<file path="src/hdl/cftp_pkg.sv">
// Shared types, constants and the character classifier for the CAN frame text parser.
// No dependencies; every other file refers to it by scoped names.
package cftp_pkg;

  localparam int CHAR_W   = 8;
  localparam int ID_W     = 29;
  localparam int ACC_W    = 32;
  localparam int STATUS_W = 3;
  localparam int LEN_W    = 4;
  localparam int DATA_W   = 64;
  localparam int CNT_W    = 4;
  localparam int NIB_W    = 4;

  localparam int DEF_MAX_DATA_BYTES = 8;
  localparam int DEF_MAX_ID_DIGITS  = 8;

  localparam int QUEUE_DEPTH = 4;
  localparam int QPTR_W      = $clog2(QUEUE_DEPTH);

  localparam logic [STATUS_W-1:0] ST_OK       = 3'd0;
  localparam logic [STATUS_W-1:0] ST_NO_HASH  = 3'd1;
  localparam logic [STATUS_W-1:0] ST_ID_LEN   = 3'd2;
  localparam logic [STATUS_W-1:0] ST_ID_HEX   = 3'd3;
  localparam logic [STATUS_W-1:0] ST_ID_RANGE = 3'd4;
  localparam logic [STATUS_W-1:0] ST_RTR      = 3'd5;
  localparam logic [STATUS_W-1:0] ST_BYTE     = 3'd6;
  localparam logic [STATUS_W-1:0] ST_MANY     = 3'd7;

  localparam logic [CHAR_W-1:0] CH_END   = 8'h00;
  localparam logic [CHAR_W-1:0] CH_HASH  = 8'h23;
  localparam logic [CHAR_W-1:0] CH_DOT   = 8'h2E;
  localparam logic [CHAR_W-1:0] CH_0     = 8'h30;
  localparam logic [CHAR_W-1:0] CH_8     = 8'h38;
  localparam logic [CHAR_W-1:0] CH_9     = 8'h39;
  localparam logic [CHAR_W-1:0] CH_UA    = 8'h41;
  localparam logic [CHAR_W-1:0] CH_UF    = 8'h46;
  localparam logic [CHAR_W-1:0] CH_UR    = 8'h52;
  localparam logic [CHAR_W-1:0] CH_LA    = 8'h61;
  localparam logic [CHAR_W-1:0] CH_LF    = 8'h66;
  localparam logic [CHAR_W-1:0] CH_LR    = 8'h72;

  localparam logic [ACC_W-1:0] ID_MAX     = 32'h1FFF_FFFF;
  localparam logic [ACC_W-1:0] STD_ID_MAX = 32'h0000_07FF;
  localparam logic [CNT_W-1:0] ID_CNT_SAT = 4'd9;

  // Classified character word passed from front to back.
  typedef struct packed {
    logic             is_end;
    logic             is_hash;
    logic             is_rtr;
    logic             is_dot;
    logic             hex_ok;
    logic             dlc_ok;
    logic [NIB_W-1:0] val;
  } cls_t;

  function automatic cls_t classify(input logic [CHAR_W-1:0] c);
    cls_t r;
    logic is_dec;
    logic is_lo;
    logic is_up;
    is_dec   = (c >= CH_0) && (c <= CH_9);
    is_lo    = (c >= CH_LA) && (c <= CH_LF);
    is_up    = (c >= CH_UA) && (c <= CH_UF);
    r.is_end  = (c == CH_END);
    r.is_hash = (c == CH_HASH);
    r.is_rtr  = (c == CH_UR) || (c == CH_LR);
    r.is_dot  = (c == CH_DOT);
    r.hex_ok  = is_dec || is_lo || is_up;
    r.dlc_ok  = (c >= CH_0) && (c <= CH_8);
    // letters a..f and A..F have low nibble 1..6, value is that plus 9
    r.val     = is_dec ? c[NIB_W-1:0] : (c[NIB_W-1:0] + 4'd9);
    return r;
  endfunction

endpackage

</file>
<file path="src/hdl/cftp_if.sv">
// Handshake channel interfaces: character words in, frame result words out.
// Depends on cftp_pkg for field widths.
interface cftp_char_if;
  logic                        valid;
  logic                        ready;
  logic [cftp_pkg::CHAR_W-1:0] char_code;
  modport source (output valid, output char_code, input ready);
  modport sink (input valid, input char_code, output ready);
endinterface

interface cftp_frame_if;
  logic                          valid;
  logic                          ready;
  logic [cftp_pkg::STATUS_W-1:0] status;
  logic [cftp_pkg::ID_W-1:0]     can_id;
  logic                          extended;
  logic                          remote;
  logic [cftp_pkg::LEN_W-1:0]    length_code;
  logic [cftp_pkg::DATA_W-1:0]   payload_bytes;
  modport source (output valid, output status, output can_id, output extended,
                  output remote, output length_code, output payload_bytes, input ready);
  modport sink (input valid, input status, input can_id, input extended,
                input remote, input length_code, input payload_bytes, output ready);
endinterface

</file>
<file path="src/hdl/cftp_front.sv">
// Front stage: accepts character words and registers their classification.
// Depends on cftp_pkg and cftp_char_if.
module cftp_front (
  input  logic                clk,
  input  logic                rst,
  cftp_char_if.sink           char_in,
  input  logic                q_full,
  output logic                stg_valid,
  output cftp_pkg::cls_t      stg_cls
);

  logic take;

  assign take          = stg_valid && !q_full;
  assign char_in.ready = !stg_valid || !q_full;

  always_ff @(posedge clk) begin
    if (rst) begin
      stg_valid <= 1'b0;
    end else if (char_in.ready) begin
      stg_valid <= char_in.valid;
    end else if (take) begin
      stg_valid <= 1'b0;
    end
  end

  always_ff @(posedge clk) begin
    if (char_in.valid && char_in.ready) begin
      stg_cls <= cftp_pkg::classify(char_in.char_code);
    end
  end

endmodule

</file>
<file path="src/hdl/cftp_queue.sv">
// Short queue of classified words between front and back.
// Depends on cftp_pkg.
module cftp_queue (
  input  logic           clk,
  input  logic           rst,
  input  logic           push,
  input  cftp_pkg::cls_t push_data,
  output logic           full,
  input  logic           pop,
  output logic           head_valid,
  output cftp_pkg::cls_t head_data
);

  cftp_pkg::cls_t                entries [cftp_pkg::QUEUE_DEPTH];
  logic [cftp_pkg::QPTR_W-1:0]   wr_ptr;
  logic [cftp_pkg::QPTR_W-1:0]   rd_ptr;
  logic [cftp_pkg::QPTR_W:0]     count;

  assign full       = (count == (cftp_pkg::QPTR_W+1)'(cftp_pkg::QUEUE_DEPTH));
  assign head_valid = (count != '0);
  assign head_data  = entries[rd_ptr];

  always_ff @(posedge clk) begin
    if (rst) begin
      wr_ptr <= '0;
      rd_ptr <= '0;
      count  <= '0;
    end else begin
      if (push) wr_ptr <= wr_ptr + 1'b1;
      if (pop)  rd_ptr <= rd_ptr + 1'b1;
      count <= count + (cftp_pkg::QPTR_W+1)'(push) - (cftp_pkg::QPTR_W+1)'(pop);
    end
  end

  always_ff @(posedge clk) begin
    if (push) entries[wr_ptr] <= push_data;
  end

  a_count_bound: assert property (@(posedge clk) disable iff (rst)
    count <= (cftp_pkg::QPTR_W+1)'(cftp_pkg::QUEUE_DEPTH))
    else $error("queue count beyond depth");

endmodule

</file>
<file path="src/hdl/cftp_back.sv">
// Back end: runs the parse state machine on classified words and holds the result word.
// Depends on cftp_pkg and cftp_frame_if.
module cftp_back #(
  parameter int MAX_DATA_BYTES = cftp_pkg::DEF_MAX_DATA_BYTES,
  parameter int MAX_ID_DIGITS  = cftp_pkg::DEF_MAX_ID_DIGITS
) (
  input  logic           clk,
  input  logic           rst,
  input  logic           head_valid,
  input  cftp_pkg::cls_t head_data,
  output logic           pop,
  cftp_frame_if.source   frame_out
);

  localparam logic [2:0] PH_ID        = 3'd0;
  localparam logic [2:0] PH_START     = 3'd1;
  localparam logic [2:0] PH_RTR       = 3'd2;
  localparam logic [2:0] PH_RTR_DIGIT = 3'd3;
  localparam logic [2:0] PH_DATA      = 3'd4;

  localparam logic [cftp_pkg::CNT_W-1:0] MAX_BYTES_C  = cftp_pkg::CNT_W'(MAX_DATA_BYTES);
  localparam logic [cftp_pkg::CNT_W-1:0] MAX_DIGITS_C = cftp_pkg::CNT_W'(MAX_ID_DIGITS);

  logic [2:0]                      phase, phase_next;
  logic [cftp_pkg::ACC_W-1:0]      id_accum, id_accum_next;
  logic [cftp_pkg::CNT_W-1:0]      id_cnt, id_cnt_next;
  logic                            id_bad, id_bad_next;
  logic [cftp_pkg::STATUS_W-1:0]   perr, perr_next;
  logic [cftp_pkg::DATA_W-1:0]     bytes, bytes_next;
  logic [cftp_pkg::CNT_W-1:0]      bcnt, bcnt_next;
  logic [cftp_pkg::NIB_W:0]        hnib, hnib_next;
  logic                            rem, rem_next;
  logic [cftp_pkg::LEN_W-1:0]      rlen, rlen_next;

  logic                            out_valid;
  logic                            load;
  logic [2:0]                      ph;
  logic [cftp_pkg::STATUS_W-1:0]   perr_f;
  logic [cftp_pkg::STATUS_W-1:0]   st;

  assign pop  = head_valid && (!head_data.is_end || !out_valid || frame_out.ready);
  assign load = pop && head_data.is_end;

  always_comb begin
    phase_next    = phase;
    id_accum_next = id_accum;
    id_cnt_next   = id_cnt;
    id_bad_next   = id_bad;
    perr_next     = perr;
    bytes_next    = bytes;
    bcnt_next     = bcnt;
    hnib_next     = hnib;
    rem_next      = rem;
    rlen_next     = rlen;
    ph            = phase;

    if (pop && !head_data.is_end) begin
      if (phase == PH_ID) begin
        if (head_data.is_hash) begin
          phase_next = PH_START;
        end else begin
          if (head_data.hex_ok) begin
            id_accum_next = {id_accum[cftp_pkg::ACC_W-cftp_pkg::NIB_W-1:0], head_data.val};
          end else begin
            id_bad_next = 1'b1;
          end
          if (id_cnt < cftp_pkg::ID_CNT_SAT) id_cnt_next = id_cnt + 1'b1;
        end
      end else if (perr == cftp_pkg::ST_OK) begin
        if (phase == PH_START) begin
          if (head_data.is_rtr) begin
            rem_next   = 1'b1;
            phase_next = PH_RTR;
            ph         = PH_ID;   // consumed; no further action
          end else begin
            phase_next = PH_DATA;
            ph         = PH_DATA;
          end
        end
        if (ph == PH_RTR) begin
          if (head_data.dlc_ok) begin
            rlen_next  = head_data.val;
            phase_next = PH_RTR_DIGIT;
          end else begin
            perr_next = cftp_pkg::ST_RTR;
          end
        end else if (ph == PH_RTR_DIGIT) begin
          perr_next = cftp_pkg::ST_RTR;
        end else if (ph == PH_DATA) begin
          if (!hnib[cftp_pkg::NIB_W]) begin
            if (head_data.is_dot) begin
              hnib_next = hnib;
            end else if (head_data.hex_ok) begin
              hnib_next = {1'b1, head_data.val};
            end else begin
              perr_next = cftp_pkg::ST_BYTE;
            end
          end else if (!head_data.hex_ok) begin
            perr_next = cftp_pkg::ST_BYTE;
          end else if (bcnt >= MAX_BYTES_C) begin
            perr_next = cftp_pkg::ST_MANY;
          end else begin
            bytes_next[8*bcnt[2:0] +: 8] = {hnib[cftp_pkg::NIB_W-1:0], head_data.val};
            bcnt_next = bcnt + 1'b1;
            hnib_next = '0;
          end
        end
      end
    end

    // End of text: return to the idle parse state.
    if (load) begin
      phase_next    = PH_ID;
      id_accum_next = '0;
      id_cnt_next   = '0;
      id_bad_next   = 1'b0;
      perr_next     = cftp_pkg::ST_OK;
      bytes_next    = '0;
      bcnt_next     = '0;
      hnib_next     = '0;
      rem_next      = 1'b0;
      rlen_next     = '0;
    end
  end

  // Ranked final status.
  always_comb begin
    perr_f = perr;
    if (phase == PH_DATA && perr == cftp_pkg::ST_OK && hnib[cftp_pkg::NIB_W]) begin
      perr_f = cftp_pkg::ST_BYTE;
    end
    if (phase == PH_ID) begin
      st = cftp_pkg::ST_NO_HASH;
    end else if (id_cnt == '0 || id_cnt > MAX_DIGITS_C) begin
      st = cftp_pkg::ST_ID_LEN;
    end else if (id_bad) begin
      st = cftp_pkg::ST_ID_HEX;
    end else if (id_accum > cftp_pkg::ID_MAX) begin
      st = cftp_pkg::ST_ID_RANGE;
    end else begin
      st = perr_f;
    end
  end

  always_ff @(posedge clk) begin
    if (rst) begin
      phase     <= PH_ID;
      id_accum  <= '0;
      id_cnt    <= '0;
      id_bad    <= 1'b0;
      perr      <= cftp_pkg::ST_OK;
      bytes     <= '0;
      bcnt      <= '0;
      hnib      <= '0;
      rem       <= 1'b0;
      rlen      <= '0;
      out_valid <= 1'b0;
    end else begin
      phase     <= phase_next;
      id_accum  <= id_accum_next;
      id_cnt    <= id_cnt_next;
      id_bad    <= id_bad_next;
      perr      <= perr_next;
      bytes     <= bytes_next;
      bcnt      <= bcnt_next;
      hnib      <= hnib_next;
      rem       <= rem_next;
      rlen      <= rlen_next;
      if (load) begin
        out_valid <= 1'b1;
      end else if (frame_out.ready) begin
        out_valid <= 1'b0;
      end
    end
  end

  always_ff @(posedge clk) begin
    if (load) begin
      frame_out.status <= st;
      if (st == cftp_pkg::ST_OK) begin
        frame_out.can_id        <= id_accum[cftp_pkg::ID_W-1:0];
        frame_out.extended      <= (id_accum > cftp_pkg::STD_ID_MAX);
        frame_out.remote        <= rem;
        frame_out.length_code   <= rem ? rlen : bcnt;
        frame_out.payload_bytes <= rem ? '0 : bytes;
      end else begin
        frame_out.can_id        <= '0;
        frame_out.extended      <= 1'b0;
        frame_out.remote        <= 1'b0;
        frame_out.length_code   <= '0;
        frame_out.payload_bytes <= '0;
      end
    end
  end

  assign frame_out.valid = out_valid;

  a_end_clears: assert property (@(posedge clk) disable iff (rst)
    load |=> (phase == PH_ID) && (bcnt == '0) && (perr == cftp_pkg::ST_OK))
    else $error("parse state not cleared after end of text");

  a_err_zero: assert property (@(posedge clk) disable iff (rst)
    out_valid && (frame_out.status != cftp_pkg::ST_OK) |->
      (frame_out.can_id == '0) && (frame_out.length_code == '0) &&
      (frame_out.payload_bytes == '0) && !frame_out.remote && !frame_out.extended)
    else $error("error result carries nonzero fields");

  a_remote_no_data: assert property (@(posedge clk) disable iff (rst)
    out_valid && frame_out.remote |-> (frame_out.payload_bytes == '0))
    else $error("remote frame with data bytes");

  a_bcnt_bound: assert property (@(posedge clk) disable iff (rst)
    bcnt <= MAX_BYTES_C)
    else $error("byte count beyond limit");

endmodule

</file>
<file path="src/hdl/can_frame_text_parser_unit.sv">
// Top level of the CAN frame text parser: front stage, word queue and back end.
// Depends on cftp_pkg, cftp_if, cftp_front, cftp_queue and cftp_back.

// Takes frame text "<hexid>#<payload>" one character word per cycle and, for each
// zero character, gives one result word with status, identifier, extended and remote
// flags, length code and up to eight data bytes (first byte in bits 7:0); on any error
// only the status is nonzero. Sustained rate is one character per clock while the queue
// has room, set by the state update in the back end. A result passes through the front
// register, a queue entry and the result register after its zero character is accepted.
// Input keeps flowing while a result waits: the four-word queue absorbs the wait, and
// the back end stalls only on a zero character while the previous result is untaken.
module can_frame_text_parser_unit #(
  parameter int MAX_DATA_BYTES = cftp_pkg::DEF_MAX_DATA_BYTES,
  parameter int MAX_ID_DIGITS  = cftp_pkg::DEF_MAX_ID_DIGITS
) (
  input  logic          clk,
  input  logic          rst,
  cftp_char_if.sink     char_in,
  cftp_frame_if.source  frame_out
);

  logic           q_full;
  logic           stg_valid;
  cftp_pkg::cls_t stg_cls;
  logic           q_push;
  logic           q_pop;
  logic           head_valid;
  cftp_pkg::cls_t head_data;

  assign q_push = stg_valid && !q_full;

  cftp_front u_front (
    .clk       (clk),
    .rst       (rst),
    .char_in   (char_in),
    .q_full    (q_full),
    .stg_valid (stg_valid),
    .stg_cls   (stg_cls)
  );

  cftp_queue u_queue (
    .clk        (clk),
    .rst        (rst),
    .push       (q_push),
    .push_data  (stg_cls),
    .full       (q_full),
    .pop        (q_pop),
    .head_valid (head_valid),
    .head_data  (head_data)
  );

  cftp_back #(
    .MAX_DATA_BYTES (MAX_DATA_BYTES),
    .MAX_ID_DIGITS  (MAX_ID_DIGITS)
  ) u_back (
    .clk        (clk),
    .rst        (rst),
    .head_valid (head_valid),
    .head_data  (head_data),
    .pop        (q_pop),
    .frame_out  (frame_out)
  );

endmodule
</file>
<file path="src/flat_wrapper.sv">
// flat-port wrapper written by rule: the top's interface ports become plain ports
module can_frame_text_parser_unit_flat 
#(
  parameter int MAX_DATA_BYTES = cftp_pkg::DEF_MAX_DATA_BYTES,
  parameter int MAX_ID_DIGITS  = cftp_pkg::DEF_MAX_ID_DIGITS
)
  (clk, rst, char_in_valid, char_in_char_code, char_in_ready, frame_out_valid, frame_out_status, frame_out_can_id, frame_out_extended, frame_out_remote, frame_out_length_code, frame_out_payload_bytes, frame_out_ready);
  cftp_char_if char_in_i ();
  cftp_frame_if frame_out_i ();
  input  logic clk;
  input  logic rst;
  input wire logic [$bits(char_in_i.valid)-1:0] char_in_valid;
  input wire logic [$bits(char_in_i.char_code)-1:0] char_in_char_code;
  output wire logic [$bits(char_in_i.ready)-1:0] char_in_ready;
  output wire logic [$bits(frame_out_i.valid)-1:0] frame_out_valid;
  output wire logic [$bits(frame_out_i.status)-1:0] frame_out_status;
  output wire logic [$bits(frame_out_i.can_id)-1:0] frame_out_can_id;
  output wire logic [$bits(frame_out_i.extended)-1:0] frame_out_extended;
  output wire logic [$bits(frame_out_i.remote)-1:0] frame_out_remote;
  output wire logic [$bits(frame_out_i.length_code)-1:0] frame_out_length_code;
  output wire logic [$bits(frame_out_i.payload_bytes)-1:0] frame_out_payload_bytes;
  input wire logic [$bits(frame_out_i.ready)-1:0] frame_out_ready;
  assign char_in_i.valid = char_in_valid;
  assign char_in_i.char_code = char_in_char_code;
  assign char_in_ready = char_in_i.ready;
  assign frame_out_valid = frame_out_i.valid;
  assign frame_out_status = frame_out_i.status;
  assign frame_out_can_id = frame_out_i.can_id;
  assign frame_out_extended = frame_out_i.extended;
  assign frame_out_remote = frame_out_i.remote;
  assign frame_out_length_code = frame_out_i.length_code;
  assign frame_out_payload_bytes = frame_out_i.payload_bytes;
  assign frame_out_i.ready = frame_out_ready;
  can_frame_text_parser_unit #(.MAX_DATA_BYTES(MAX_DATA_BYTES), .MAX_ID_DIGITS(MAX_ID_DIGITS)) u_core (.clk(clk), .rst(rst), .char_in(char_in_i), .frame_out(frame_out_i));
endmodule
</file>
<file path="config.mk">
export PLATFORM = sky130hd
export DESIGN_NAME = can_frame_text_parser_unit_flat
export DESIGN_NICKNAME = d
export VERILOG_FILES = /design/src/hdl/cftp_pkg.sv /design/src/hdl/cftp_if.sv /design/src/hdl/cftp_front.sv /design/src/hdl/cftp_queue.sv /design/src/hdl/cftp_back.sv /design/src/hdl/can_frame_text_parser_unit.sv /design/src/flat_wrapper.sv
export SDC_FILE = /design/constraint.sdc
export NUM_CORES = 1
export LEC_CHECK = 0
export BUFFER_PORTS_ARGS = -buffer_cell sky130_fd_sc_hd__buf_2
export CAP_MARGIN = 0
export CELL_PAD_IN_SITES_DETAIL_PLACEMENT = 1
export CELL_PAD_IN_SITES_GLOBAL_PLACEMENT = 2
export CORE_MARGIN = 2
export CORE_UTILIZATION = 30
export DETAILED_ROUTE_END_ITERATION = 7
export PLACE_DENSITY_LB_ADDON = 0.2
export SKIP_CTS_REPAIR_TIMING = 1
export SLEW_MARGIN = 5
export SYNTH_ARGS = -nofsm -noshare
export SYNTH_HDL_FRONTEND = slang
export SYNTH_SLANG_ARGS = --single-unit
</file>
<file path="constraint.sdc">
create_clock -name clk -period 4.3 [get_ports clk]
set_input_delay 0.43 -clock clk [delete_from_list [all_inputs] [get_ports clk]]
set_output_delay 0.43 -clock clk [all_outputs]
set_load 0.01 [all_outputs]
</file>
* Word level (Yosys, flattened, before mapping)
Memories as Yosys holds them, arrays and structs flattened. A register that Yosys moved wholly into a read port is not among the register bits.
Index checks and enable logic that the tools add are counted.
** Cells by class
- Equality and inequality tests :: 18
- Mux-type cells :: 42
- $lt $le $gt $ge :: 12
- $add $sub $neg :: 8
- Bitwise gates (word level) :: 7
- Shift operators :: 2
- Reductions and logical operators :: 45
** Operators with widths (number)
- 3-bit two-way mux :: 26
- 64-bit bitwise mux :: 1
- 8-bit by 34-bit variable shift with 64-bit output, first input constant :: 1
- 8-bit by 34-bit indexed part select with 64-bit output :: 1
- 6-bit negator with 34-bit output :: 1
- 32-bit by 11-bit greater-than comparator with 1-bit output, second input constant :: 1
- 32-bit by 29-bit greater-than comparator with 1-bit output, second input constant :: 1
- 5-bit two-way mux :: 5
- 8-bit by 6-bit equality test with 1-bit output, second input constant :: 2
- 8-bit by 7-bit equality test with 1-bit output, second input constant :: 2
- 8-bit by 7-bit greater-or-equal comparator with 1-bit output, second input constant :: 2
- 8-bit by 6-bit less-or-equal comparator with 1-bit output, second input constant :: 2
- 8-bit by 7-bit less-or-equal comparator with 1-bit output, second input constant :: 2
- 4-bit AND reduction :: 3
- 1-bit logical AND :: 11
- 10-bit AND reduction :: 1
- 5-bit AND reduction :: 2
- 3-bit equality test, second input constant :: 3
- 3-bit logical NOT :: 3
- 9-bit AND reduction :: 1
- 4-bit by 1-bit adder with 4-bit output, second input constant :: 2
- 8-bit by 6-bit greater-or-equal comparator with 1-bit output, second input constant :: 1
- 8-bit logical NOT :: 1
- 4-bit two-way mux :: 2
- 25 further kinds :: 57
** Word-level totals
- Memories kept :: 1
- RAM bits :: 40
- Bits in registers :: 242
- Output and inout bits :: 104
- Logic and storage cells :: 164
** Memory list
- u_core.u_queue.entries :: depth 4, bits a word 10, read ports 1, clocked after memory_dff 1, write ports 1, RTL line cftp_queue.sv:14 : cftp_pkg::cls_t entries [cftp_pkg::QUEUE_DEPTH];

* Logic depth before layout (Yosys ltp)
Gate-level depths: netlist of the first run.
- Depth in word-level cells :: 11
- Mapped depth :: 10
- Mapped depth without buffers :: 9

* Modules after synthesis
A second synthesis of the first run with hierarchy kept.
** Second synthesis, totals
- Cell total of the unflattened synthesis :: 1120
- Area, all modules :: 12161.7 um^2
** Modules (own cells, without submodules)
- cftp_back :: instances 1, cells each 969, area an instance 9591.7 um^2, sequential area each 5505.3 um^2
- cftp_queue :: instances 1, cells each 94, area an instance 1883.1 um^2, sequential area each 1381.3 um^2
- cftp_front :: instances 1, cells each 56, area an instance 673.1 um^2, sequential area each 320.3 um^2
- can_frame_text_parser_unit :: instances 1, cells each 1, area an instance 13.8 um^2, sequential area each 0.0 um^2

* Least setup slack after synthesis of the first run
OpenSTA, ideal clock, no wires.
- Kind :: register -> register
- Start :: register (tool-made name)
- End :: register u_core.u_back.id_accum[0] in the netlist's numbering
- Clock period less this slack :: 3.120 ns
- Cell stages (with the launch flop) :: 10
- Setup slack :: 1.180 ns
- Data arrival time :: 2.991 ns
- Setup time :: 0.129 ns
- Cell sequence :: dfxtp_1 > buf_2 > mux4_2 > nand3_1 > inv_2 > nor2_1 > clkbuf_1 > buf_1 > nand3_1 > o21ai_0
** RTL lines
- to (signal assigned) :: RTL line cftp_back.sv:160 : id_accum <= id_accum_next;
- to (decl) :: RTL line cftp_back.sv:25 : logic [cftp_pkg::ACC_W-1:0] id_accum, id_accum_next;

* Worst setup path after layout of the first run
- Start :: register u_core.u_back.bcnt[0] in the netlist's numbering
- End :: register u_core.u_back.bytes[55] in the netlist's numbering
** On the way
- Word-level cells in the longest chain between the ends :: 3
** Ends and longest elaborated chain
- from (decl) :: RTL line cftp_back.sv:30 : logic [cftp_pkg::CNT_W-1:0] bcnt, bcnt_next;
- from (signal assigned) :: RTL line cftp_back.sv:165 : bcnt <= bcnt_next;
- 6-bit negator with 34-bit output / 4-bit greater-or-equal comparator (equally long branches) :: RTL line cftp_back.sv:103, cftp_back.sv:100
- 8-bit by 34-bit indexed part select with 64-bit output (tied with other cells) :: RTL line cftp_back.sv:103 : bytes_next[8*bcnt[2:0] +: 8] = {hnib[cftp_pkg::NIB_W-1:0], head_data.val};
- 64-bit bitwise mux / 9-bit AND reduction (equally long branches)
- to (signal assigned) :: RTL line cftp_back.sv:164 : bytes <= bytes_next;
- to (decl) :: RTL line cftp_back.sv:29 : logic [cftp_pkg::DATA_W-1:0] bytes, bytes_next;
Several ways; a longest one is shown, not always the timed one.
A chain may end at the register's enable or synchronous reset.

==> results of run 1 <==
[state kept, by name, summed over array words and instances (netlist names), 3 cells and up, named ones only]
name / cells
u_core.u_queue.count: 3
u_core.u_back.frame_out.status: 3
u_core.u_back.id_accum: 32
u_core.u_back.perr: 3
u_core.u_back.hnib: 5
u_core.u_back.bcnt: 4
u_core.u_back.frame_out.length_code: 4
u_core.u_queue.entries: 40
u_core.u_back.bytes: 64
u_core.u_back.id_cnt: 4
u_core.u_back.rlen: 4
u_core.u_back.frame_out.can_id: 29
u_core.u_front.stg_cls: 10
u_core.u_back.phase: 3
u_core.u_back.frame_out.payload_bytes: 64
[cells in the mapped netlist, drive strengths merged (2+ instances only)]
cell type  instances
edfxtp           152
o41ai              4
buf               13
nor2b              7
clkbuf            37
a31oi              5
mux2i             14
o21a               2
nor3b              2
mux2               2
o21ai             97
inv               22
a21oi             13
o22ai              2
mux4               9
ha                16
and2             100
dfxtp            132
a41oi              2
nand2             76
nand4              9
nand2b            11
nor2              35
or3                4
xnor2             10
or4                7
and3               3
xor2               3
nand3            112
a31o               2
nor4              14
nor3              11
nor4b              4
[critical path: cells and delay by family, from the launching register on]
family	cells	cell delay (ns)
buffers and inverters	1	0.14
AND/OR/NAND/NOR	3	1.32
flip-flops	1	0.56
AO/OA/AOI/OAI	1	0.51
adder cells (fa/ha/maj)	2	0.58
[routing by layer]
layer,routed length (microns),vias to the layer above,track usage [%]
met2,12500,119,23.3
met4,514,0,3.87
met1,12900,3589,19.0
li1,-,3650,-
met3,940,41,2.33
met5,0,-,0
[power groups by stage]
stage	logic, uW	clock network (uW)	registers (uW)
2_1_floorplan	876	0	3830
3_3_place_gp	1800	0	3660
3_5_place_dp	1810	0	3670
4_1_cts	1820	2830	3610
5_1_grt	1960	2930	3660
6_report	1770	2740	3600
[cell type report]
cell class	count	area share (%)
inverters	22	0.640
well taps	468	4.41
flip-flops and latches	284	54.2
clock inverters	16	1.04
multi-input cells	596	27.6
clock buffers	46	7.04
repair buffers	125	4.99
[metrics by stage]
stage	hold WS [ns]	utilization (%)
floorplan	0.432	-
global placement	0.447	33.4
detailed placement	0.453	33.4
CTS	0.156	36.3
global route	0.202	36.3
finish	0.174	36.3
[cells by family (layout without fill, tap and decap cells)]
family,after synthesis,in the layout,share of synthesized area [%]
XOR/XNOR,13,13,1.02
AND/OR/NAND/NOR,404,404,19.5
adder cells (fa/ha/maj),17,17,1.98
flip-flops,284,284,64.7
buffers and inverters,72,209,2.57
multiplexers,25,25,3.28
AO/OA/AOI/OAI,137,137,6.97
[final timing paths]
check,start,to,slack (ns),cells after the start
setup / recovery,u_core.u_back.bcnt[0]$_SDFFE_PP0P_,u_core.u_back.bytes[55]$_SDFFE_PP0P_,1.08,7
hold / removal,char_in_valid,u_core.u_front.stg_valid$_SDFFE_PP0P_,0.17,3
setup reg to reg,u_core.u_back.bcnt[0]$_SDFFE_PP0P_,u_core.u_back.bytes[55]$_SDFFE_PP0P_,1.08,7
hold reg to reg,u_core.u_back.bytes[21]$_SDFFE_PP0P_,u_core.u_back.bytes[21]$_SDFFE_PP0P_,0.46,2
==> impl_metrics.tcl, run 1 <==
set metrics [dict create \
    cts-root-buf "clkbuf_16" \
    clkSinkCount 284 \
    clock_latency_ns 0.52 \
    period_minus_slack_ns 3.22 \
    pre_cts_ws_ns 1.11 \
    grt_max_degree 65 \
    yosysUniqueCellTypes 60 \
    final_cell_area_sq_um 13300 \
    regArea_sq_um 7210 \
    slew_headroom_pct 25.5 \
    seq_area_frac_synth_pct 64.7 \
    dp_hpwl_microns 18300 \
    leakage_uw 0.00469 \
    syn_to_final_growth_pct 19.2 \
    finalCritPeriodShare_pct 75.0 \
    tns_ns 0 \
    p_per_area_nw_per_um2 610 \
    hold_path.class "primary input to register" \
    final_hold_viol_count 0 \
    async_flop_share_pct 0 \
    yosysTopAreaCell "edfxtp_1" \
    end_kind "register" \
    finalWeightedCongestion 0.717 \
    drt_iter0_drc 327 \
    synth_flop_cell "edfxtp_1" \
    antenna_cells 0 \
    cp.required_ns 4.70 \
    finClkSkew_ns 0.0210 \
    vias 7399 \
    syn_inst 952 \
    crit_arrival_ns 3.62 \
    synth_nets 981 \
    swShare_pct 31.3 \
    avgSynthCellArea_sq_um 11.7 \
    htree_levels 2 \
    dp_cells 1495 \
    design.core.area_sq_um 36600 \
    routed_via_density 4.75 \
    stdcell_count 1557 \
    cp_max_fo 16 \
    cp_common_cell "ha_1" \
    multi_input_area_sq_um 3670 \
    drv_cap 0 \
    nets 1092 \
    pwr-share-comb_pct 21.8 \
    worst_path_largest_cell_delay_ns 0.69 \
    num_io_pins 116 \
    cts_tree "built" \
    die_w_microns 197 \
    drc 0 \
    netlist.area_leader.share_pct 41.0 \
    cts.path.max_buffers 3 \
    syn_area_sq_um 11100 \
    grt_pass1_vias 7541 \
    crit_type "register to register" \
    p_switching_uw 2540 \
    max_freq_mhz 310 \
    tightestPinTransition_ns 1.11 \
    firstDrtPassIters 5 \
    layout-drive-gt1-share_pct 18.7 \
    die_y_microns 197 \
    rows 70 \
    io_buffers 115 \
    avgRoutedWirePerCell_microns 17.3 \
    crit_path_cell_trace "inv_1, ha_1, ha_1, or4b_2, nor2_1, nand4_1, o41ai_1" \
    slew_violations 0 \
    clkTransAtPathRegs_ns 0.06 \
    final_cell_mix "edfxtp_1, dfxtp_1, buf_2" \
    slowest_stage "or4b_2" \
    finalWirelength_microns 26900 \
    p_int_uw 5560 \
    grt_pass1_wl_microns 42900 \
    grt_setup_unrepaired "no" \
    cts_buffers 34 \
    fin_total_pwr_uw 8100 \
    track_usage_pct 14.0 \
    fill_cells 3998 \
    yosys_warnings 0 \
    overflow 0 \
    setup_violations 0 \
    synthTopCellsByArea "edfxtp_1, dfxtp_1, and2_1, nand3_1, o21ai_0" \
    postSynthRegisterBits 284 \
    pwr-share-seq_pct 44.4 \
    antenna_found_initial 0 \
    status "finished, final reports clean" \
    layout_commonest_cell "edfxtp_1" \
    ir_worst_vdd_mv 0.261 \
    synth_edf_count 152 \
    placed_cell_area_sq_um 12200 \
    cp-start-kind "register" \
    worst_slack_ns 1.08 \
    floorplan.initialDensity_pct 30.4 \
    postRouteAntennaNets 0 \
    dieArea_sq_um 38700 \
    clockPowerShare_pct 33.8 \
]
(Power assumes the default switching activity.)
==> inputs of run 2 (changes only) <==
clock period = 3 ns   (was 4.3 ns; I/O delays follow)
==> impl_metrics.tcl, run 2 (synthesis gave the netlist of run 1 again) <==
set metrics [dict create \
    status "finished, final reports clean" \
    pwr-share-seq_pct 44.2 \
    grt_setup_unrepaired "no" \
    slew_headroom_pct 43.1 \
    nets 1110 \
    cts_buffers 34 \
    dp_hpwl_microns 18600 \
    routed_via_density 4.71 \
    crit_arrival_ns 3.13 \
    grt_pass1_wl_microns 43400 \
    antenna_found_initial 0 \
    io_buffers 115 \
    firstDrtPassIters 4 \
    placed_cell_area_sq_um 12400 \
    design.core.area_sq_um 36600 \
    syn_to_final_growth_pct 20.3 \
    hold_path.class "primary input to register" \
    finalWeightedCongestion 0.740 \
    cp_max_fo 10 \
    final_cell_mix "edfxtp_1, dfxtp_1, buf_2" \
    period_minus_slack_ns 2.75 \
    leakage_uw 0.00478 \
    num_io_pins 116 \
    grt_pass1_vias 7638 \
    max_freq_mhz 364 \
    track_usage_pct 14.4 \
    cp-start-kind "register" \
    die_y_microns 197 \
    p_int_uw 8060 \
    cp.required_ns 3.38 \
    fill_cells 4032 \
    grt_use_met1_pct 19.5 \
    layout_commonest_cell "edfxtp_1" \
    postRouteAntennaNets 0 \
    cts.path.max_buffers 3 \
    dieArea_sq_um 38700 \
    finalCritPeriodShare_pct 91.7 \
    final_hold_viol_count 0 \
    vias 7416 \
    cts_tree "built" \
    regArea_sq_um 7210 \
    die_w_microns 197 \
    busiest_layer "met2" \
    htree_levels 2 \
    largest_registers "u_core.u_back.bytes: 64 flops, u_core.u_back.frame_out.payload_bytes: 64 flops, u_core.u_queue.entries: 40 flops" \
    setup_violations 0 \
    end_kind "register" \
    clockPowerShare_pct 33.1 \
    ir_worst_vdd_mv 0.394 \
    utilization_pct 36.6 \
    clkSinkCount 284 \
    swShare_pct 31.0 \
    tns_ns 0 \
    drv_cap 0 \
    avgRoutedWirePerCell_microns 17.4 \
    crit_type "register to register" \
    drc 0 \
    grt_max_degree 71 \
    p_per_area_nw_per_um2 872 \
    overflow 0 \
    finalWirelength_microns 27300 \
    slew_violations 0 \
    p_switching_uw 3620 \
    pwr-share-comb_pct 22.7 \
    finClkSkew_ns 0.0112 \
    final_cell_area_sq_um 13400 \
    floorplan.initialDensity_pct 30.4 \
    cts-root-buf "clkbuf_16" \
    rows 70 \
    drt_iter0_drc 462 \
    clock_latency_ns 0.51 \
    multi_input_area_sq_um 3670 \
    gr-usage-met3_pct 2.79 \
    layout-drive-gt1-share_pct 19.4 \
    antenna_cells 0 \
    grtUsageMet2_pct 23.3 \
    clkTransAtPathRegs_ns 0.06 \
    tightestPinTransition_ns 0.854 \
]
-- run 2: changes by cell type in the layout (fill, tap and decap cells not counted), sizes merged --
cell	delta
buf	+18
clkbuf	+4
clkinvlp	-4
inv	-1
-- run 2: worst paths after layout --
kind              slack [ns]                               endpoint                                 start  cells past startpoint
setup / recovery        0.25   u_core.u_back.bytes[52]$_SDFFE_PP0P_    u_core.u_back.bcnt[1]$_SDFFE_PP0P_                      9
hold / removal          0.06  u_core.u_front.stg_valid$_SDFFE_PP0P_                         char_in_valid                      3
setup reg to reg        0.25   u_core.u_back.bytes[52]$_SDFFE_PP0P_    u_core.u_back.bcnt[1]$_SDFFE_PP0P_                      9
hold reg to reg         0.46   u_core.u_back.bytes[63]$_SDFFE_PP0P_  u_core.u_back.bytes[63]$_SDFFE_PP0P_                      2
-- run 2: layout make-up --
class	count	share of cell area, %
Sequential cell	284	53.8
Multi-Input combinational cell	596	27.4
Clock buffer	50	7.18
Timing Repair Buffer	143	6.05
Tap cell	468	4.37
Inverter	22	0.635
Clock inverter	11	0.607
-- run 2: power groups by stage --
stage	Sequential (uW)	Clock [uW]	Combinational, uW
2_1_floorplan	5470	0	1260
3_3_place_gp	5250	0	2690
3_5_place_dp	5260	0	2710
4_1_cts	5180	4010	2720
5_1_grt	5240	4140	2940
6_report	5160	3870	2650
-- run 2: metal layers --
| metal | part of all wire, % | wire [microns] |
|---|---|---|
| met5 | 0 | 0 |
| met4 | 1.7 | 466 |
| met3 | 3.9 | 1060 |
| met2 | 46 | 12600 |
| met1 | 48 | 13200 |
-- run 2: critical path: stages (launching register included) --
cell and delay, ns:
dfxtp_1 0.40, inv_1 0.09, ha_1 0.18, ha_1 0.37, or4b_2 0.69, nor2_1 0.14
nand4_1 0.30, buf_4 0.29, nand3_1 0.09, o41ai_1 0.07
-- run 2: stage by stage --
stage / total power, uW / hold WS [ns] / setup slack [ns] / std cells
6_report: 11700 / 0.0563 / 0.250 / 1574
5_1_grt: 12300 / 0.0669 / 0.0451 / 1574
4_1_cts: 11900 / 0.0289 / 0.254 / 1574
3_5_place_dp: 7970 / 0.453 / 0.281 / 1513
3_3_place_gp: 7930 / 0.448 / 0.357 / 1513
2_1_floorplan: 6730 / 0.432 / 0.317 / 952
